## config.mk

```make
export PLATFORM = sky130hd
export DESIGN_NAME = dfpa_queue
export DESIGN_NICKNAME = d
export VERILOG_FILES = /design/src/sv/dfpa_pkg.sv /design/src/sv/dfpa_queue.sv
export SDC_FILE = /design/constraint.sdc
export NUM_CORES = 1
export LEC_CHECK = 0
export BUFFER_PORTS_ARGS = -buffer_cell sky130_fd_sc_hd__buf_2
export CORE_AREA = 3 3 321 244
export DETAILED_ROUTE_END_ITERATION = 10
export DIE_AREA = 0 0 324 247
export PLACE_DENSITY = 0.81
export SLEW_MARGIN = 25
export SYNTH_ARGS = -nofsm -noshare
export SYNTH_HDL_FRONTEND = slang
export SYNTH_SLANG_ARGS = --single-unit
export TNS_END_PERCENT = 100
```

## constraint.sdc

```tcl
create_clock -name clk -period 6.6 [get_ports clk]
set_input_delay 0 -clock clk [delete_from_list [all_inputs] [get_ports clk]]
set_output_delay 0 -clock clk [all_outputs]
set_load 0.01 [all_outputs]
```

## src/sv/dfpa_pkg.sv

```systemverilog
// shared types and constants for the decimal fixed-point alu
`default_nettype none
package dfpa_pkg;

  typedef enum logic [1:0] {
    CMD_ADD = 2'd0,
    CMD_SUB = 2'd1,
    CMD_MUL = 2'd2,
    CMD_DIV = 2'd3
  } cmd_t;

  localparam logic [63:0] DEC_SCALE = 64'd1000000000000;
  localparam logic [63:0] SIGN_BIT  = 64'h8000000000000000;
  localparam logic [63:0] POS_MAX   = 64'h7FFFFFFFFFFFFFFF;

  // 10^12 = 2^12 * 5^12, the odd part is divided out by a reciprocal scaled by 2^120
  localparam logic [127:0] SCALE_ODD = 128'd244140625;
  localparam logic [127:0] RECIP_ODD = ((128'd1 << 120) + SCALE_ODD - 128'd1) / SCALE_ODD;

  // products at or above this give a quotient beyond 2^63 and saturate for either sign
  localparam logic [127:0] MUL_OVF_LIMIT = ({64'd0, DEC_SCALE} << 63) + {64'd0, DEC_SCALE};

  typedef struct packed {
    cmd_t        cmd;
    logic [63:0] a;
    logic [63:0] b;
    logic [63:0] mag_a;
    logic [63:0] mag_b;
    logic        neg;
    logic        dz;
    logic        less;
    logic        equal;
    logic        greater;
  } entry_t;

  typedef struct packed {
    logic [63:0] value;
    logic        less;
    logic        equal;
    logic        greater;
    logic        ovf;
    logic        dz;
  } result_t;

endpackage
`default_nettype wire

```

## src/sv/dfpa_queue.sv

```systemverilog
// small queue between front and back end
`default_nettype none
module dfpa_queue
  import dfpa_pkg::*;
#(
  parameter int DEPTH = 4
) (
  input  wire logic   clk,
  input  wire logic   rst,
  input  wire logic   push,
  input  wire entry_t wdata,
  input  wire logic   pop,
  output entry_t      rdata,
  output logic        full,
  output logic        empty
);

  localparam int AW = (DEPTH > 1) ? $clog2(DEPTH) : 1;
  localparam int CW = $clog2(DEPTH + 1);

  entry_t        mem [DEPTH];
  logic [AW-1:0] wptr;
  logic [AW-1:0] rptr;
  logic [CW-1:0] count;

  assign full  = count == CW'(DEPTH);
  assign empty = count == '0;
  assign rdata = mem[rptr];

  always_ff @(posedge clk) begin
    if (push) begin
      mem[wptr] <= wdata;
    end
  end

  always_ff @(posedge clk) begin
    if (rst) begin
      wptr  <= '0;
      rptr  <= '0;
      count <= '0;
    end else begin
      if (push) begin
        wptr <= (wptr == AW'(DEPTH - 1)) ? '0 : wptr + 1'b1;
      end
      if (pop) begin
        rptr <= (rptr == AW'(DEPTH - 1)) ? '0 : rptr + 1'b1;
      end
      count <= count + CW'(push) - CW'(pop);
    end
  end

endmodule
`default_nettype wire

```

==> results.sh <==
export IMPL_insertion_delay_ps=640
export IMPL_rsz0062_at_grt="false"
export IMPL_grt_pass1_wl_mm=128.0
export IMPL_syn_area_um2=38320
export IMPL_yosysTopAreaCellShare_pct=82.44
export IMPL_ys_types=21
export IMPL_detailed_place_hpwl_mm=45.96
export IMPL_ant_nets=0
export IMPL_regArea_um2=31780
export IMPL_synthToLayoutAreaGrowth_pct=25.07
export IMPL_worstSetupPathType="reg2out"
export IMPL_die_area_um2=80030
export IMPL_drive_above_1_share_pct=40.39
export IMPL_port_buffers=531
export IMPL_grt_pass1_vias=20430
export IMPL_grt_max_degree=143
export IMPL_place_gp_congestion=0.7596
export IMPL_multiInputGateArea_um2=6185
export IMPL_critPathLaunchType="register"
export IMPL_fin_setup_tns_ps=0
export IMPL_slowest_delay_ps=920
export IMPL_track_usage_pct=21.39
export IMPL_die_x_um=324
export IMPL_worstReg2RegStart="wptr[0]"
export IMPL_path_cells="buf_12, mux4_2, buf_2"
export IMPL_maxSlewViolCount=0
export IMPL_outcome="finished clean"
export IMPL_num_vias=18800
export IMPL_cp_arrival_ps=3250
export IMPL_reg2reg_depth=4
export IMPL_synth_area_top_cells="edfxtp_1 82%, mux4_2 15%, dfxtp_1 0.47%"
export IMPL_pin_count=532
export IMPL_core_area_um2=75110
export IMPL_cts_root_buf="clkbuf_16"
export IMPL_viasPerCell=5.633
export IMPL_syn_avg_cell_area_um2=27.06
export IMPL_leakage_nw=16.16
export IMPL_cp_end_kind="primary output"
export IMPL_cts_buffer_depth=3
export IMPL_cp_top_family="flip-flops"
export IMPL_hold_viol_final=0
export IMPL_yosysTopAreaCell="edfxtp_1"
export IMPL_die_height_um=247
export IMPL_period_share_pct=49.30
export IMPL_worstPathRequired_ps=6600
export IMPL_vdd_drop_max_mv=0.2371
export IMPL_fin_skew_ps=20.28
export IMPL_post_route_drc_count=0
export IMPL_crit_path_top_delay_cell="dfxtp_4"
export IMPL_nets=2543
export IMPL_maxCapViolations=0
export IMPL_ys_seq_elements=1061
export IMPL_min_delay_start="wdata[79]"
export IMPL_start_util_pct=51.02
export IMPL_r2r_slack_ps=4040
export IMPL_syn_num_nets=1691
export IMPL_min_path_cells=2
export IMPL_antenna_found_initial=9
export IMPL_total_power_mw=14.64
export IMPL_finalCriticalPeriod_ps=3254
export IMPL_r2r_end="mem[2][238]"
export IMPL_hold_slack_ps=108.4
export IMPL_clkSinkCount=1061
export IMPL_min_path_type="in2reg"
export IMPL_synthCells=1416
export IMPL_routed_wl_mm=85.34
export IMPL_worst_pin_slew_ps=1021
export IMPL_cts_buffers=95
export IMPL_ys_seq_area_share_pct=82.91
export IMPL_cts_tree="yes"
export IMPL_htree_num_levels=3
export IMPL_path_clk_slew_ps=60
export IMPL_relSlewSlack_pct=31.94
export IMPL_p_per_area_nw_per_um2=305.5
export IMPL_drt_iter0_drc=1719
export IMPL_grt_overflow_total=0
export IMPL_fin_util_pct=63.81
export IMPL_yosys_top_cells_count="1052 x edfxtp_1, 263 x mux4_2, 30 x buf_2"
export IMPL_yosysWarnings=0
export IMPL_wl_per_cell_um=25.57
export IMPL_cp_num_buf_inv=2
export IMPL_fmax_ghz=0.3074
export IMPL_synth_most_common_cell="edfxtp_1"
export IMPL_hold_end="mem[2][79]"
export IMPL_async_flop_share_pct=0
export IMPL_fillers=4702
export IMPL_setup_viol_count_final=0
export IMPL_synthFlopType="edfxtp_1"
export IMPL_synth_edff_count=1052
export IMPL_dr_pass1_iters=5
export IMPL_num_rows=87
export IMPL_cp_max_fo=103
==> worst max-delay path by stage <==
| stage | to | slack (ps) | depth (start not counted) |
|---|---|---|---|
| finish | rdata[202] | 3350 | 3 |
| detailed placement | rdata[191] | 3920 | 3 |
| CTS | rdata[191] | 3200 | 3 |
| global route | rdata[191] | 3010 | 3 |
| global placement | rdata[183] | 3940 | 3 |
| floorplan | mem[3][0] | 2410 | 2 |
==> flip-flops by register name (all words and copies together), names as in the netlist, named ones only <==
| register | count |
|---|---|
| wptr | 2 |
| rptr | 2 |
| count | 3 |
| mem | 1052 |
==> power breakdown <==
group / switching (mW) / total, mW / internal [mW] / leakage, nW
registers: 0.0923 / 7.79 / 7.70 / 9.74
logic: 0.711 / 1.35 / 0.635 / 4.90
clock network: 2.39 / 5.50 / 3.12 / 1.51
==> layout by cell type (no fill, tap or decap), types with 6 or more instances in the layout <==
master,n
clkbuf_16,98
dlygate4sd3_1,267
bufinv_16,9
dfxtp_1,7
clkinv_2,13
clkbuf_1,22
buf_2,531
clkinv_1,23
ha_1,7
mux4_2,263
edfxtp_1,1052
buf_12,11
diode_2,11
inv_1,6
==> stage by stage <==
stage | instance area [um2] | std cells | setup WS (ps)
global placement | 42100 | 2882 | 3935
finish | 47930 | 3337 | 3346
global route | 47920 | 3334 | 3009
CTS | 47880 | 3325 | 3195
detailed placement | 42100 | 2882 | 3923
floorplan | 38330 | 1416 | 2406
==> kinds of logic after synthesis <==
kind of cell | after synthesis | share of synthesized area [%]
compound gates | 2 | 0.02612
xor+xnor | 1 | 0.06203
fa+ha+maj | 8 | 0.2808
buf+inv | 64 | 0.9795
flops | 1061 | 82.91
mux | 265 | 15.51
simple gates | 15 | 0.2351
==> routing by layer <==
metal	vias up	share of wire [%]	wire length [um]	track usage [%]
li1	7909	-	-	-
met1	9867	35	30050	25.98
met2	851	54	46420	37.68
met3	168	7.6	6477	5.261
met4	2	2.8	2377	7.242
met5	-	0.015	13	0
==> timing repair <==
action                                  CTS  global route
endpoints found under the hold margin  1061             0
hold buffers                            267             0
buffers inserted                          0             0
gates resized for setup                   0             0
==> area by class of cell <==
class | count | share of cell area, %
diodes | 11 | 0.05743
clock buffers | 122 | 5.347
clock inverters | 54 | 1.141
inverters | 6 | 0.04699
multi-input cells | 291 | 12.90
flip-flops and latches | 1061 | 66.30
well taps | 979 | 2.556
repair buffers | 813 | 11.64
No activity file was read; power rests on OpenSTA's default activity.
