--- config.mk ---
export PLATFORM = sky130hd
export DESIGN_NAME = dfpa_back
export DESIGN_NICKNAME = d
export VERILOG_FILES = /design/src/sv/dfpa_pkg.sv /design/src/sv/dfpa_back.sv
export SDC_FILE = /design/constraint.sdc
export NUM_CORES = 2
export LEC_CHECK = 0
export ABC_CLOCK_PERIOD_IN_PS = 32700
export BUFFER_PORTS_ARGS = -buffer_cell sky130_fd_sc_hd__buf_2
export CORE_MARGIN = 1
export CORE_UTILIZATION = 60
export DETAILED_ROUTE_END_ITERATION = 10
export HOLD_SLACK_MARGIN = 0.08
export PLACE_DENSITY = 0.78
export SETUP_SLACK_MARGIN = 0.15
export SYNTH_ARGS = -nofsm -noshare
export SYNTH_HDL_FRONTEND = slang
export SYNTH_SLANG_ARGS = --single-unit
--- constraint.sdc ---
create_clock -name clk -period 32.7 [get_ports clk]
set_input_delay 3.27 -clock clk [delete_from_list [all_inputs] [get_ports clk]]
set_output_delay 3.27 -clock clk [all_outputs]
set_load 0.005 [all_outputs]
--- src/sv/dfpa_pkg.sv ---
// shared types and constants for the decimal fixed-point alu
`default_nettype none
package dfpa_pkg;

  typedef enum logic [1:0] {
    CMD_ADD = 2'd0,
    CMD_SUB = 2'd1,
    CMD_MUL = 2'd2,
    CMD_DIV = 2'd3
  } cmd_t;

  localparam logic [63:0] DEC_SCALE = 64'd1000000000000;
  localparam logic [63:0] SIGN_BIT  = 64'h8000000000000000;
  localparam logic [63:0] POS_MAX   = 64'h7FFFFFFFFFFFFFFF;

  // 10^12 = 2^12 * 5^12, the odd part is divided out by a reciprocal scaled by 2^120
  localparam logic [127:0] SCALE_ODD = 128'd244140625;
  localparam logic [127:0] RECIP_ODD = ((128'd1 << 120) + SCALE_ODD - 128'd1) / SCALE_ODD;

  // products at or above this give a quotient beyond 2^63 and saturate for either sign
  localparam logic [127:0] MUL_OVF_LIMIT = ({64'd0, DEC_SCALE} << 63) + {64'd0, DEC_SCALE};

  typedef struct packed {
    cmd_t        cmd;
    logic [63:0] a;
    logic [63:0] b;
    logic [63:0] mag_a;
    logic [63:0] mag_b;
    logic        neg;
    logic        dz;
    logic        less;
    logic        equal;
    logic        greater;
  } entry_t;

  typedef struct packed {
    logic [63:0] value;
    logic        less;
    logic        equal;
    logic        greater;
    logic        ovf;
    logic        dz;
  } result_t;

endpackage
`default_nettype wire

--- src/sv/dfpa_back.sv ---
// back end: add and subtract in one step, shared multiplier and divider
`default_nettype none
module dfpa_back
  import dfpa_pkg::*;
(
  input  wire logic   clk,
  input  wire logic   rst,
  input  wire logic   q_empty,
  input  wire entry_t q_data,
  output logic        q_pop,
  output logic        out_valid,
  input  wire logic   out_stall,
  output result_t     res
);

  typedef enum logic [2:0] {S_IDLE, S_MUL, S_RECIP, S_DIV, S_SAT} state_t;

  state_t        state;
  entry_t        ent;
  logic [6:0]    step;
  logic [1:0]    xi;
  logic [1:0]    yi;
  logic [1:0]    lim;
  logic [95:0]   mx;
  logic [95:0]   my;
  logic [63:0]   dvs;
  logic [191:0]  acc;
  logic [127:0]  quo;
  logic [63:0]   rem;
  logic          out_free;
  logic          fast_class;
  logic          fast_load;
  logic          slow_load;
  logic          mul_last;
  logic [2:0]    pos;
  logic [63:0]   part_x;
  logic [63:0]   part_y;
  logic [63:0]   partial;
  logic [191:0]  part_sh;
  logic [191:0]  acc_sum;
  logic [64:0]   trial;
  logic [63:0]   sum;
  logic [63:0]   diff;
  result_t       fast;
  result_t       slow;

  assign out_free   = !out_valid || !out_stall;
  assign q_pop      = (state == S_IDLE) && !q_empty && out_free;
  assign fast_class = (q_data.cmd inside {CMD_ADD, CMD_SUB}) || q_data.dz;
  assign fast_load  = q_pop && fast_class;
  assign slow_load  = (state == S_SAT) && out_free;
  assign mul_last   = (xi == lim) && (yi == lim);

  always_comb begin
    case (xi)
      2'd0:    part_x = {32'd0, mx[31:0]};
      2'd1:    part_x = {32'd0, mx[63:32]};
      default: part_x = {32'd0, mx[95:64]};
    endcase
    case (yi)
      2'd0:    part_y = {32'd0, my[31:0]};
      2'd1:    part_y = {32'd0, my[63:32]};
      default: part_y = {32'd0, my[95:64]};
    endcase
    partial = part_x * part_y;
    pos     = {1'b0, xi} + {1'b0, yi};
    case (pos)
      3'd0:    part_sh = {128'd0, partial};
      3'd1:    part_sh = {96'd0, partial, 32'd0};
      3'd2:    part_sh = {64'd0, partial, 64'd0};
      3'd3:    part_sh = {32'd0, partial, 96'd0};
      default: part_sh = {partial, 128'd0};
    endcase
    acc_sum = acc + part_sh;
    trial   = {rem, acc[127]};
  end

  always_comb begin
    sum  = q_data.a + q_data.b;
    diff = q_data.a - q_data.b;
    fast.less    = q_data.less;
    fast.equal   = q_data.equal;
    fast.greater = q_data.greater;
    fast.dz      = q_data.dz;
    fast.ovf     = 1'b0;
    fast.value   = 64'd0;
    case (q_data.cmd)
      CMD_ADD: begin
        fast.ovf   = ((q_data.a ^ sum) & (q_data.b ^ sum) & SIGN_BIT) != 64'd0;
        fast.value = fast.ovf ? (q_data.a[63] ? SIGN_BIT : POS_MAX) : sum;
      end
      CMD_SUB: begin
        fast.ovf   = ((q_data.a ^ q_data.b) & (q_data.a ^ diff) & SIGN_BIT) != 64'd0;
        fast.value = fast.ovf ? (q_data.a[63] ? SIGN_BIT : POS_MAX) : diff;
      end
      default: begin
        fast.value = 64'd0;
      end
    endcase
  end

  always_comb begin
    slow.less    = ent.less;
    slow.equal   = ent.equal;
    slow.greater = ent.greater;
    slow.dz      = 1'b0;
    if (ent.neg) begin
      slow.ovf   = (quo[127:64] != 64'd0) || (quo[63:0] > SIGN_BIT);
      slow.value = slow.ovf ? SIGN_BIT : (64'd0 - quo[63:0]);
    end else begin
      slow.ovf   = (quo[127:64] != 64'd0) || (quo[63:0] > POS_MAX);
      slow.value = slow.ovf ? POS_MAX : quo[63:0];
    end
  end

  always_ff @(posedge clk) begin
    if (rst) begin
      state     <= S_IDLE;
      out_valid <= 1'b0;
      step      <= '0;
    end else begin
      if (fast_load || slow_load) begin
        out_valid <= 1'b1;
      end else if (!out_stall) begin
        out_valid <= 1'b0;
      end
      if (fast_load) begin
        res <= fast;
      end else if (slow_load) begin
        res <= slow;
      end
      case (state)
        S_IDLE: begin
          if (q_pop) begin
            ent <= q_data;
            if (!fast_class) begin
              mx    <= {32'd0, q_data.mag_a};
              my    <= {32'd0, (q_data.cmd == CMD_MUL) ? q_data.mag_b : DEC_SCALE};
              dvs   <= q_data.mag_b;
              acc   <= '0;
              xi    <= '0;
              yi    <= '0;
              lim   <= 2'd1;
              state <= S_MUL;
            end
          end
        end
        S_MUL: begin
          if (mul_last) begin
            xi <= '0;
            yi <= '0;
            if (ent.cmd == CMD_MUL) begin
              if (acc_sum[127:0] >= MUL_OVF_LIMIT) begin
                quo   <= '1;
                state <= S_SAT;
              end else begin
                // drop the factor 2^12 first, then the odd part by reciprocal
                mx    <= acc_sum[107:12];
                my    <= RECIP_ODD[95:0];
                acc   <= '0;
                lim   <= 2'd2;
                state <= S_RECIP;
              end
            end else if (dvs == SIGN_BIT) begin
              quo   <= acc_sum[127:0] >> 63;
              state <= S_SAT;
            end else begin
              acc   <= acc_sum;
              rem   <= '0;
              step  <= '0;
              state <= S_DIV;
            end
          end else begin
            acc <= acc_sum;
            if (xi == lim) begin
              xi <= '0;
              yi <= yi + 1'b1;
            end else begin
              xi <= xi + 1'b1;
            end
          end
        end
        S_RECIP: begin
          if (mul_last) begin
            quo   <= {64'd0, acc_sum[183:120]};
            state <= S_SAT;
          end else begin
            acc <= acc_sum;
            if (xi == lim) begin
              xi <= '0;
              yi <= yi + 1'b1;
            end else begin
              xi <= xi + 1'b1;
            end
          end
        end
        S_DIV: begin
          acc  <= {acc[190:0], 1'b0};
          step <= step + 1'b1;
          if (trial >= {1'b0, dvs}) begin
            rem <= 64'(trial - {1'b0, dvs});
            quo <= {quo[126:0], 1'b1};
          end else begin
            rem <= trial[63:0];
            quo <= {quo[126:0], 1'b0};
          end
          if (step == 7'd127) begin
            state <= S_SAT;
          end
        end
        S_SAT: begin
          if (out_free) begin
            state <= S_IDLE;
          end
        end
        default: state <= S_IDLE;
      endcase
    end
  end

  a_flags_onehot: assert property (@(posedge clk) disable iff (rst)
    out_valid |-> $onehot({res.less, res.equal, res.greater}))
    else $error("comparison flags not one-hot");

  a_ovf_dz: assert property (@(posedge clk) disable iff (rst)
    out_valid |-> !(res.ovf && res.dz))
    else $error("overflow and divide by zero both set");

  a_pop_idle: assert property (@(posedge clk) disable iff (rst)
    q_pop |-> (state == S_IDLE) && out_free)
    else $error("pop outside idle");

  a_div_len: assert property (@(posedge clk) disable iff (rst)
    (state == S_DIV && step == 7'd127) |=> state == S_SAT)
    else $error("divider did not finish");

endmodule
`default_nettype wire
==> key figures <==
Worst setup path
  • CP max stage delay: between 1 and 1.5 ns
  • Crit path kind: flip-flop to flip-flop
  • CP max-delay cell: a2111oi_0
  • Worst Setup End Kind: flip-flop
  • CP required: 33.07 ns
  • CP Max Fanout: 95
  • Arrival @ worst endpoint: just over 20 ns
  • CP most frequent cell: fa_1
  • Worst Setup Start Kind: flip-flop

Global routing
  • Vias in the first global route: between 80000 and 90000
  • Initial antenna violation count: 37
  • GRT overflow: 0
  • First-pass GRT wire length: around 530000 um
  • Largest net degree at the start of global routing: ~110
  • Aggregate global-route resource usage: between 40% and 50%

Synth
  • #FFs+latches synth: 693
  • Synth Warn #: 0
  • Synth area leader: edfxtp_1
  • Most common cell in the synthesized netlist: inv_1
  • Library cells used by synthesis: 97
  • Sequential-to-total area share from yosys stat: between 20% and 30%
  • Synth top area share: 23.1%
  • Post-synth EDFFs: just under 700
  • Synthesized area per cell: roughly 8.6 um^2
  • Synth cell count leaders: inv_1 (1220), nand2_1 (1214), nor2_1 (1088)
  • Gate Count Post-Synth: around 10000
  • Post-synth top flop: edfxtp_1
  • Mapped Nets: around 12000
  • Synth area leaders: edfxtp_1 (23%), fa_1 (20%), ha_1 (9.1%)
  • Synth async-reset ratio: 0%
  • Mapped cell area: approximately 90000 um^2

Finish
  • Final instance area: about 96000 um^2
  • Synth-to-layout area growth: 8.32%
  • Util after Layout: ~66%
  • Fin nets: 12200
  • Proportion of layout cells with a drive suffix above 1: 8.61%

Clocking
  • TritonCTS Buffers: between 80 and 90
  • Clk_lat worst skew: a little under 0.8 ns
  • # clock sinks: approximately 700
  • CTS tree: done
  • Root buffer cell: clkbuf_16
  • CTS Hold Bufs: 0
  • Setup bufs post-CTS: 0
  • Clock-pin transition on the worst setup and hold timing paths: 0.07 ns
  • Post-CTS sizing: 0
  • H-tree levels: 3
  • Clock buffer depth: 3

Route
  • Routed WL: 368000 um
  • Vias/cell: between 6 and 7
  • Vias post-DR: approximately 85000
  • Residual DRC: 0
  • Iter 0 DRT Violations: 11100
  • ANT nets after route: 0
  • Routed len/inst: approximately 30 um
  • First-pass iteration count of the detailed router: 9

Timing
  • Fin crit share: around three fifths
  • Final WS setup: approximately 13 ns
  • Tightest Pin Transition: approximately 1.6 ns
  • Final TNS setup: 0 ns
  • Final setup fails: 0
  • Tmin final: just over 20 ns
  • RSZ-0062 raised after global routing: false
  • Rel. slew slack: -5.45%
  • Fin Clk Skew: around 0.068 ns
  • Fmax: between 40 and 50 MHz
  • Final Hold Viols: 0
  • Max-slew violation count: 6

Run status
  • Failing checks: capacitance limit, slew limit
  • Status: finished, violations left

Placement
  • Worst slack, placed: 13.71 ns
  • GPL Wtd Cong: approximately 1.1
  • Port-buffer cells: ~340
  • Placed Area: 93000 um^2
  • DP HPWL: ~290000 um

Floorplan
  • Row cnt: 140
  • Die height: ~390 um
  • Starting Density: between 60 and 70%
  • Core area: 146000 um^2
  • Die area: ~150000 um^2
  • Die Wd: roughly 390 um
  • IO Pins: 338

Job
  • Max-Cap Viols: 1

Worst hold path
  • Worst hold path class: flip-flop to flip-flop
[final timing paths]
| path | depth (start not counted) | slack, ns | start | end |
|---|---|---|---|---|
| worst max-delay path | 53 | 12.58 | xi[0] | my[45] |
| worst min-delay path | 1 | 0.50 | step[5] | step[5] |
| worst max register to register | 53 | 12.58 | xi[0] | my[45] |
| worst min register to register | 1 | 0.50 | step[5] | step[5] |
[layout by cell type (no fill, tap or decap), types with 46 or more instances in the layout]
cell and n:
and2_1 46, edfxtp_1 682, or3_1 54, buf_4 261, nand4_1 128, clkbuf_16 82, a21oi_1 690, a211oi_1 48
xnor2_1 232, xor2_1 142, nand2_1 1213, and3_1 73, nor2b_1 65, o22ai_1 128, o21bai_1 87, ha_1 641
nor3_1 121, buf_2 338, a31oi_1 101, a221oi_1 52, inv_1 1219, a22o_1 148, fa_1 902, nor4_1 71
a21o_1 333, nand2b_1 64, nor2_1 1081, o21ai_0 580, o21a_1 65, nand3_1 96
[metrics by stage]
| step | cells | hold slack, ns |
|---|---|---|
| after detailed placement | 12200 | 0.479 |
| after global routing | 12400 | 0.514 |
| after CTS | 12400 | 0.483 |
| after floorplan | 10300 | 0.439 |
| final | 12400 | 0.499 |
| after global placement | 12200 | 0.453 |
[worst max-delay path: cells and delay by family, from the launching register on]
kind	cells	cell delay (ns)
xor gates and xnor gates	2	1.49
buffers and inverters	11	2.56
adders and majority gates	11	5.17
and+or+nand+nor	10	2.56
AOI/OAI and AO/OA	19	7.18
DFF	1	0.48
[flip-flops by register name, summed over array words and instances (netlist names)]
| signal | flops |
|---|---|
| my | 65 |
| mx | 96 |
| state | 3 |
| res | 69 |
| ent | 6 |
| rem | 64 |
| acc | 184 |
| out_valid | 1 |
| step | 7 |
| dvs | 64 |
| quo | 128 |
| xi | 2 |
| yi | 2 |
| lim | 2 |
[logic make-up (layout without fill, tap and decap cells)]
family / Yosys count / count (layout) / synth area share, %
xor+xnor: 408 / 408 / 4.04
simple gates: 3163 / 3163 / 15.8
mux: 39 / 39 / 0.447
other cells: 0 / 38 / 0
buf+inv: 1806 / 1969 / 7.66
flops: 693 / 693 / 23.4
compound gates: 2647 / 2647 / 19.2
fa+ha+maj: 1546 / 1546 / 29.5
[final cells by class]
type / count / area, um^2
Multi-Input combinational cell: 7803 / 61600
Fill cell: 11900 / 50200
Sequential cell: 693 / 20700
Inverter: 1221 / 4580
Timing Repair Buffer: 599 / 3650
Tap cell: 1917 / 2400
Clock buffer: 95 / 2110
Clock inverter: 54 / 723
Antenna cell: 38 / 95.1
[per-layer routing]
layer	vias up	share of wire (%)	wire, um	GRT usage [%]
li1	35600	-	-	-
met3	1765	14	52600	18.2
met1	40500	36	131000	60.7
met5	-	0.11	398	0.455
met4	32	8.5	31200	34.0
met2	6668	42	153000	69.6
Power is left out: the tool's default activity adds up to more than one toggle a clock period on the data nets, which glitch-free logic cannot reach.
