--- src/sv/dfpa_pkg.sv ---
// shared types and constants for the decimal fixed-point alu
`default_nettype none
package dfpa_pkg;

  typedef enum logic [1:0] {
    CMD_ADD = 2'd0,
    CMD_SUB = 2'd1,
    CMD_MUL = 2'd2,
    CMD_DIV = 2'd3
  } cmd_t;

  localparam logic [63:0] DEC_SCALE = 64'd1000000000000;
  localparam logic [63:0] SIGN_BIT  = 64'h8000000000000000;
  localparam logic [63:0] POS_MAX   = 64'h7FFFFFFFFFFFFFFF;

  // 10^12 = 2^12 * 5^12, the odd part is divided out by a reciprocal scaled by 2^120
  localparam logic [127:0] SCALE_ODD = 128'd244140625;
  localparam logic [127:0] RECIP_ODD = ((128'd1 << 120) + SCALE_ODD - 128'd1) / SCALE_ODD;

  // products at or above this give a quotient beyond 2^63 and saturate for either sign
  localparam logic [127:0] MUL_OVF_LIMIT = ({64'd0, DEC_SCALE} << 63) + {64'd0, DEC_SCALE};

  typedef struct packed {
    cmd_t        cmd;
    logic [63:0] a;
    logic [63:0] b;
    logic [63:0] mag_a;
    logic [63:0] mag_b;
    logic        neg;
    logic        dz;
    logic        less;
    logic        equal;
    logic        greater;
  } entry_t;

  typedef struct packed {
    logic [63:0] value;
    logic        less;
    logic        equal;
    logic        greater;
    logic        ovf;
    logic        dz;
  } result_t;

endpackage
`default_nettype wire

--- src/sv/dfpa_front.sv ---
// front end: classifies a transaction and works out flags and magnitudes
`default_nettype none
module dfpa_front
  import dfpa_pkg::*;
(
  input  wire logic [1:0]  cmd,
  input  wire logic [63:0] operand_a,
  input  wire logic [63:0] operand_b,
  output entry_t           ent
);

  always_comb begin
    ent.cmd     = cmd_t'(cmd);
    ent.a       = operand_a;
    ent.b       = operand_b;
    ent.mag_a   = operand_a[63] ? (64'd0 - operand_a) : operand_a;
    ent.mag_b   = operand_b[63] ? (64'd0 - operand_b) : operand_b;
    ent.neg     = operand_a[63] ^ operand_b[63];
    ent.dz      = (cmd_t'(cmd) == CMD_DIV) && (operand_b == 64'd0);
    ent.less    = $signed(operand_a) < $signed(operand_b);
    ent.equal   = operand_a == operand_b;
    ent.greater = $signed(operand_a) > $signed(operand_b);
  end

endmodule
`default_nettype wire

--- config.mk ---
export PLATFORM = sky130hd
export DESIGN_NAME = dfpa_front
export DESIGN_NICKNAME = d
export VERILOG_FILES = /design/src/sv/dfpa_pkg.sv /design/src/sv/dfpa_front.sv
export SDC_FILE = /design/constraint.sdc
export NUM_CORES = 1
export LEC_CHECK = 0
export BUFFER_PORTS_ARGS = -buffer_cell sky130_fd_sc_hd__buf_2
export CAP_MARGIN = 20
export CORE_AREA = 10 10 145 147
export DETAILED_ROUTE_END_ITERATION = 16
export DIE_AREA = 0 0 155 157
export GPL_TIMING_DRIVEN = 0
export PLACE_DENSITY = 0.7
export SLEW_MARGIN = 20
export SYNTH_ARGS = -nofsm -noshare
export SYNTH_HDL_FRONTEND = slang
export SYNTH_SLANG_ARGS = --single-unit
export TNS_END_PERCENT = 100
--- constraint.sdc ---
create_clock -name vclk -period 3.1
set_input_delay 0.31 -clock vclk [all_inputs]
set_output_delay 0.31 -clock vclk [all_outputs]
set_load 0.02 [all_outputs]
==> results of run 1 <==
-- layout by cell type (no fill, tap or decap), types with 5 or more instances in the layout --
master,count
xnor2_1,119
ha_1,45
a21oi_2,6
a21oi_1,24
or3_1,8
o41ai_4,6
ha_4,19
buf_4,197
o31ai_4,6
or4_4,12
buf_8,6
nor3_1,6
inv_4,11
o41ai_1,6
clkbuf_1,13
o31ai_1,20
buf_2,314
o21ai_2,6
nor4_4,7
nand3_1,12
inv_1,56
o41ai_2,5
buf_12,7
or3_4,8
clkbuf_4,9
or4_1,9
buf_6,25
nand4_1,20
nand2_1,43
nor2_1,11
o31ai_2,14
o21ai_0,40
-- layout make-up --
type / count / area share, %
Multi-Input combinational cell: 522 / 53.06
Inverter: 69 / 3.277
Timing Repair Buffer: 425 / 28.83
Tap cell: 234 / 3.208
Buffer: 147 / 11.63
-- report_power, final --
| group | switching, W | total [W] | internal (W) |
|---|---|---|---|
| combinational | 0.000977 | 0.00167 | 0.000696 |
| clock | 0 | 0 | 0 |
| sequential | 0 | 0 | 0 |
| total | 0.000977 | 0.00167 | 0.000696 |
-- how the worst min path moves through the flow --
stage,slack (ps),start,endpoint,cells after the start
4_1_cts,850,operand_b[63],ent[196],2
3_3_place_gp,840,operand_b[63],ent[196],2
5_1_grt,850,operand_b[63],ent[196],2
2_1_floorplan,660,operand_a[62],ent[132],1
3_5_place_dp,840,operand_b[63],ent[196],2
6_report,840,operand_b[63],ent[196],2
-- routing by layer --
layer / vias to the layer above / GRT usage [%]
li1: 3364 / -
met1: 3334 / 25.54
met2: 347 / 38.20
met3: 44 / 3.821
met4: 0 / 4.274
met5: - / 0
-- cells by family (layout without fill, tap and decap cells) --
kind of cell    count (synthesis)  after routing  share of synthesized area [%]
fa+ha+maj                      66             66                          15.85
buf+inv                       216            641                          25.27
xor+xnor                      122            122                          20.51
compound gates                156            156                          19.17
simple gates                  178            178                          19.19
-- timing repair --
| action | 4_1_cts | 5_1_grt |
|---|---|---|
| pin swaps | 39 | 38 |
| resized for setup | 213 | 108 |
| setup buffers | 26 | 7 |
| hold buffers | 0 | 0 |
| endpoints found under the setup margin | 84 | 60 |
-- metrics by stage --
| step | std cells | setup WS [ps] |
|---|---|---|
| 2_1_floorplan | 738 | -22.92 |
| 3_3_place_gp | 1364 | -893.6 |
| 3_5_place_dp | 1364 | -940.2 |
| 4_1_cts | 1390 | -226.1 |
| 5_1_grt | 1397 | -291.6 |
| 6_report | 1397 | -244.5 |
==> out/qor.yml, run 1 <==
run_status:
  status: "complete, but fails checks"
  violations: "setup timing"
layout:
  drive_gt1_share_pct: 60.10
  seq_cells: 0
  register_area_sq_um: 0
  nClkBuffers: 0
  nets: 1361
  area_delta_synth_final_pct: 75.21
  fin_area_sq_um: 9126
  fin_util_pct: 49.79
  multi_input_area_sq_um: 4842
  fill_cells: 1736
  n_antenna_cell: 0
sta:
  worstMarginPinSlew_ps: 1241
  finalSetupTns_ps: -1183
  setup_viol_count_final: 12
  hold_viol: 0
  fmax_ghz: 0.2990
  finalHoldWorstSlack_ps: 843.2
  worst_slack_ps: -244.5
  grt_setup_unrepaired: "true"
  max_slew_margin_pct: 17.24
  fin_crit_sh_pct: 107.9
  slew_viol_final: 0
  period_needed_ps: 3344
setup_path:
  crit_path_start_kind: "input pin"
  critical_path.max_fanout: 2
  criticalPathCategory: "input pin to primary output"
  cp-end-kind: "primary output"
  crit_cells: 9
  crit_end: "ent[131]"
  max_stage_delay_ps: 550
  critPathLaunch: "operand_a[49]"
  cpMaxStageDelayCell: "or4_4"
  cp.required_ps: 2790
  path_delay_family: "simple AND/OR/NAND/NOR gates"
  cp.arrival_ps: 3030
  worst-path-buf-inv: 2
  crit_chain: "buf_8 -> or4_4 -> or4_4 -> or4_4 -> or3_4 -> or3_4 -> o21ai_4 -> xnor2_2 -> buf_6"
  crit_top_cell: "or4_4"
global_routing:
  grt_max_degree: 11
  groute.usage.overall_pct: 21.19
  grt_pass1_wl_um: 41890
  antenna_found_initial: 0
  grt_pass1_vias: 7134
  grt_remaining_overflow: 0
power_and_ir_drop:
  p_leak_nw: 4.361
  powerDensity_nw_per_um2: 183.3
  ir_drop_mv: 0.09238
  total_power_w: 0.001673
synth:
  synth.most_common_cell: "buf_4"
  syn_nets: 934
  synth_top_area_cell: "xnor2_1"
  ys_seq_area_share_pct: 0
  syn_inst: 738
  ys_warn_count: 0
  synthTopCellsByArea: "xnor2_1 20%, buf_4 19%, ha_1 16%"
  synth_top_area_share_pct: 20.18
  avgSynthCellArea_sq_um: 7.058
  yosys-top-cells-count: "132 x buf_4, 120 x xnor2_1, 69 x inv_1"
  syn_area_sq_um: 5209
  synth.distinct_cells: 45
floorplan:
  rows: 50
  die_w_um: 155
  die_area_sq_um: 24340
  start_util_pct: 28.42
  pin_count: 393
  coreArea_sq_um: 18330
  die-height_um: 157
placement:
  gp_congestion: 0.9058
  portBuffers: 392
  dp.final_hpwl_um: 23050
  postPlaceCellArea_sq_um: 7486
route:
  wl_met3_um: 2180
  routed-wl-met2_um: 14990
  drt-met1-wl_um: 11410
  first_iter_violations: 359
  top_layer: "met4"
  ant_nets: 0
  vias_per_cell: 5.074
  vias: 7089
  wl_per_cell_um: 20.90
  postRouteWirelength_um: 29200
  drc: 0
  first_pass_iters: 5
worst_hold_path:
  min-delay-path-class: "input pin to primary output"
run:
  maxCapViolCount: 0
(Power assumes the default switching activity.)
==> run 2, diff against run 1 <==
- CELL_PAD_IN_SITES_DETAIL_PLACEMENT: unset -> 0
- CELL_PAD_IN_SITES_GLOBAL_PLACEMENT: unset -> 1
- CORE_AREA: 10 10 145 147 -> unset
- CORE_MARGIN: unset -> 10
- CORE_UTILIZATION: unset -> 25
- DIE_AREA: 0 0 155 157 -> unset
- PLACE_DENSITY: 0.7 -> 0.88
==> run 2 against run 1 <==
  * Worst hold slack got worse by 1.5 ps
  * The run still ends with setup timing left
  * Core utilization fell by 4.8 points
  * Via count rose by 0.28%
  * Highest routed layer unchanged
==> out/qor.yml, run 2 (synthesis gave the netlist of run 1 again) <==
setup_path:
  critical_path.max_fanout: 2
  cp.arrival_ps: 3040
  cp-end-kind: "primary output"
  criticalPathCategory: "input pin to primary output"
  crit_path_start_kind: "input pin"
  cp.required_ps: 2790
layout:
  nets: 1363
  final_cell_mix: "321 x buf_2, 203 x buf_4, 119 x xnor2_1, 58 x inv_1, 47 x ha_1"
  n_antenna_cell: 0
  fin_area_sq_um: 9165
  mostFrequentLayoutCell: "buf_2"
  seq_cells: 0
  register_area_sq_um: 0
  area_delta_synth_final_pct: 75.95
  nClkBuffers: 0
  fin_cells: 1435
  drive_gt1_share_pct: 60.52
route:
  first_iter_violations: 439
  vias_per_cell: 4.954
  drc: 0
  ant_nets: 0
  first_pass_iters: 5
  vias: 7109
  postRouteWirelength_um: 29480
  wl_per_cell_um: 20.55
sta:
  worst_slack_ps: -248.6
  period_needed_ps: 3349
  worstMarginPinSlew_ps: 1247
  slew_viol_final: 0
  fmax_ghz: 0.2986
  fin_crit_sh_pct: 108.0
  finalHoldWorstSlack_ps: 841.7
  setup_viol_count_final: 11
  max_slew_margin_pct: 16.89
  hold_viol: 0
  grt_setup_unrepaired: "true"
  finalSetupTns_ps: -668.0
global_routing:
  grt_remaining_overflow: 0
  groute.usage.overall_pct: 19.33
  grt_max_degree: 11
  antenna_found_initial: 0
  grt_pass1_vias: 7061
  grt_pass1_wl_um: 41660
floorplan:
  die_area_sq_um: 27010
  die_w_um: 164.3
  die-height_um: 164.3
  coreArea_sq_um: 20360
  pin_count: 393
  start_util_pct: 25.58
  rows: 52
placement:
  dp.final_hpwl_um: 23980
  gp_congestion: 0.8786
  postPlaceCellArea_sq_um: 7531
  dp_cells: 1400
  portBuffers: 392
cts:
  cts-hold-fix-buffers: 0
power_and_ir_drop:
  ir_drop_mv: 0.08109
  p_leak_nw: 4.359
  powerDensity_nw_per_um2: 180.9
run:
  maxCapViolCount: 0
run_status:
  status: "complete, but fails checks"
  violations: "setup timing"
worst_hold_path:
  min-delay-path-class: "input pin to primary output"
-- run 2: changes by cell type in the layout (fill, tap and decap cells not counted), sizes merged --
cell    delta
clkbuf     +1
nand4      +1
-- run 2: final timing paths --
| path | end | slack [ps] | start | depth (start not counted) |
|---|---|---|---|---|
| worst max-delay path | ent[131] | -250 | operand_a[49] | 9 |
| worst min-delay path | ent[196] | 840 | operand_b[63] | 2 |
-- run 2: worst max-delay path: stages --
cell     delay (ps)
buf_8            90
or4_4           540
or4_4           440
or4_4           450
or3_4           400
or3_4           370
o21ai_4         160
xnor2_2         130
buf_6           150
-- run 2: metal layers --
metal	track usage, %	vias to the layer above	share of wire [%]
met3	3.855	20	8.5
li1	-	3366	-
met5	0	-	0
met4	2.193	0	1.2
met1	22.84	3398	38
met2	35.93	325	52
-- run 2: cell type report --
type / count / area (sq um)
plain buffers: 146 / 1057
multi-input cells: 523 / 4945
repair buffers: 427 / 2546
fillers: 2033 / 11200
well taps: 270 / 337.8
inverters: 69 / 279.0
-- run 2: repair_timing --
| action | 4_1_cts | 5_1_grt |
|---|---|---|
| setup buffers | 16 | 20 |
| resized for setup | 116 | 193 |
| pin swaps | 24 | 55 |
| setup endpoints to repair | 85 | 64 |
| gates cloned | 1 | 0 |
-- run 2: per-stage QoR --
| stage | power (W) | utilization (%) | worst slack (ps) |
|---|---|---|---|
| 6_report | 0.001658 | 45.00 | -248.6 |
| 3_3_place_gp | 0.001455 | 36.98 | -1091 |
| 4_1_cts | 0.001535 | 40.32 | -239.5 |
| 3_5_place_dp | 0.001466 | 36.98 | -1068 |
| 2_1_floorplan | 0.0008684 | - | -22.92 |
| 5_1_grt | 0.001772 | 45.00 | -288.9 |
-- run 2: power breakdown --
part / leakage [nW] / switching, W / total [W] / internal (W)
sequential: 0 / 0 / 0 / 0
clock: 0 / 0 / 0 / 0
combinational: 4.36 / 0.000980 / 0.00166 / 0.000678
total: 4.36 / 0.000980 / 0.00166 / 0.000678
==> run 3, diff against run 2 <==
- ABC_AREA: unset -> 1
- CORE_UTILIZATION: 25 -> 27
- PLACE_DENSITY: 0.88 -> 0.89
==> run 3 against run 2 <==
  * The run now ends clean
  * Final cell count is 35% higher
  * Wire length is 24% higher
  * Synthesized cell count is 64% higher
  * Clock-buffer cell count stayed put
  * Cell area is 0.61% higher
  * Flip-flop and latch count stayed put
  * Worst setup slack better by 610 ps
  * Power is 6.2% lower
  * Highest routed layer unchanged
==> out/qor.yml, run 3 <==
run_status:
  status: "complete, no violations"
floorplan:
  start_util_pct: 27.33
  pin_count: 393
  die_area_sq_um: 32110
  die-height_um: 179.2
  rows: 58
  coreArea_sq_um: 25040
  die_w_um: 179.2
setup_path:
  cpMaxStageDelayCell: "ha_1"
  cp.arrival_ps: 2430
  crit_top_cell: "nand2_1"
  crit_path_start_kind: "input pin"
  worst-path-buf-inv: 4
  cp.required_ps: 2790
  criticalPathCategory: "input pin to primary output"
  crit_chain: "clkbuf_2 -> clkinv_2 -> ha_1 -> nand2_1 -> inv_1 -> nand3_1 -> nor2_1 -> nand2_1 -> nor2_1 -> nand2_1 -> nand3_1 -> nand2_1 -> nor2_1 -> buf_2"
  cp-end-kind: "primary output"
  critical_path.max_fanout: 18
  max_stage_delay_ps: 460
  path_delay_family: "simple AND/OR/NAND/NOR gates"
synth:
  synth_top_area_share_pct: 14.48
  syn_nets: 1409
  syn_area_sq_um: 6842
  synth.most_common_cell: "nand2_1"
  ys_warn_count: 0
  synthTopCellsByArea: "buf_4 14%, nand2_1 14%, xor2_1 12%"
  ys_seq_area_share_pct: 0
  synth.distinct_cells: 43
  syn_inst: 1213
  avgSynthCellArea_sq_um: 5.640
  yosys-top-cells-count: "262 x nand2_1, 173 x nor2_1, 151 x inv_1"
  synth_top_area_cell: "buf_4"
power_and_ir_drop:
  powerDensity_nw_per_um2: 168.6
  ir_drop_mv: 0.07626
  p_leak_nw: 5.062
cts:
  cts-hold-fix-buffers: 0
  post_cts_buffers: 0
layout:
  final_cell_mix: "393 x buf_2, 262 x nand2_1, 173 x nor2_1, 151 x inv_1, 132 x buf_4"
  nClkBuffers: 0
  fin_cells: 1934
  area_delta_synth_final_pct: 34.78
  drive_gt1_share_pct: 36.03
  n_antenna_cell: 0
  mostFrequentLayoutCell: "buf_2"
  seq_cells: 0
  nets: 1802
  register_area_sq_um: 0
  fin_area_sq_um: 9221
  fin_util_pct: 36.83
  fill_cells: 2875
global_routing:
  grt_remaining_overflow: 0
  grt_max_degree: 11
  antenna_found_initial: 0
  grt_pass1_vias: 9059
  grt_pass1_wl_um: 53430
  groute.usage.overall_pct: 21.49
sta:
  hold_viol: 0
  fmax_ghz: 0.3648
  fin_crit_sh_pct: 88.42
  slew_viol_final: 0
  grt_setup_unrepaired: "false"
  worstMarginPinSlew_ps: 725.8
  setup_viol_count_final: 0
  finalSetupTns_ps: 0
  max_slew_margin_pct: 51.17
  period_needed_ps: 2741
route:
  drc: 0
  vias_per_cell: 4.703
  vias: 9095
  wl_per_cell_um: 18.98
  first_iter_violations: 555
  ant_nets: 0
  first_pass_iters: 4
  postRouteWirelength_um: 36710
placement:
  portBuffers: 392
  dp_cells: 1935
  dp.final_hpwl_um: 32960
  postPlaceCellArea_sq_um: 9216
  gp_congestion: 0.9661
worst_hold_path:
  min-delay-path-class: "input pin to primary output"
run:
  maxCapViolCount: 0
run 3: cell type report:
cell class	count	area (sq um)	share of cell area, %
repair buffers	392	1962	21.28
multi-input cells	905	5194	56.32
plain buffers	147	1050	11.38
inverters	160	603.1	6.540
well taps	330	412.9	4.478
run 3: timing repair:
action | 4_1_cts | 5_1_grt
setup endpoints to repair | 3 | 2
gates cloned | 0 | 0
resized for setup | 3 | 0
run 3: report_power, final:
part | switching (W) | leakage [nW] | internal [W]
clock network | 0 | 0 | 0
logic | 0.00102 | 5.06 | 0.000538
registers | 0 | 0 | 0
run 3: final timing paths:
kind | startpoint | to | slack [ps] | cells after the start
worst max-delay path | operand_b[63] | ent[0] | 360 | 14
worst min-delay path | operand_b[63] | ent[196] | 840 | 2
run 3: cell families (layout without fill, tap and decap cells):
kind of cell    Yosys count  in the layout  synth area share, %
xor+xnor                111            111                14.32
fa+ha+maj                66             66                12.07
buf+inv                 308            699                24.18
compound gates          107            107                8.687
simple gates            621            621                40.75
run 3: per-stage QoR:
stage	total power, W	hold WS, ps	setup WS [ps]
floorplan	0.0009353	732.6	61.76
global placement	0.001554	846.2	-460.8
detailed placement	0.001564	842.7	-462.4
CTS	0.001570	844.1	81.40
global route	0.001696	850.4	99.20
finish	0.001555	841.7	359.0
run 3: layer usage:
metal | global-route usage, % | share of wire [%] | vias up
li1 | - | - | 4543
met3 | 3.054 | 7.5 | 40
met2 | 37.44 | 48 | 386
met4 | 4.236 | 2.1 | 0
met1 | 27.54 | 43 | 4126
met5 | 0 | 0 | -
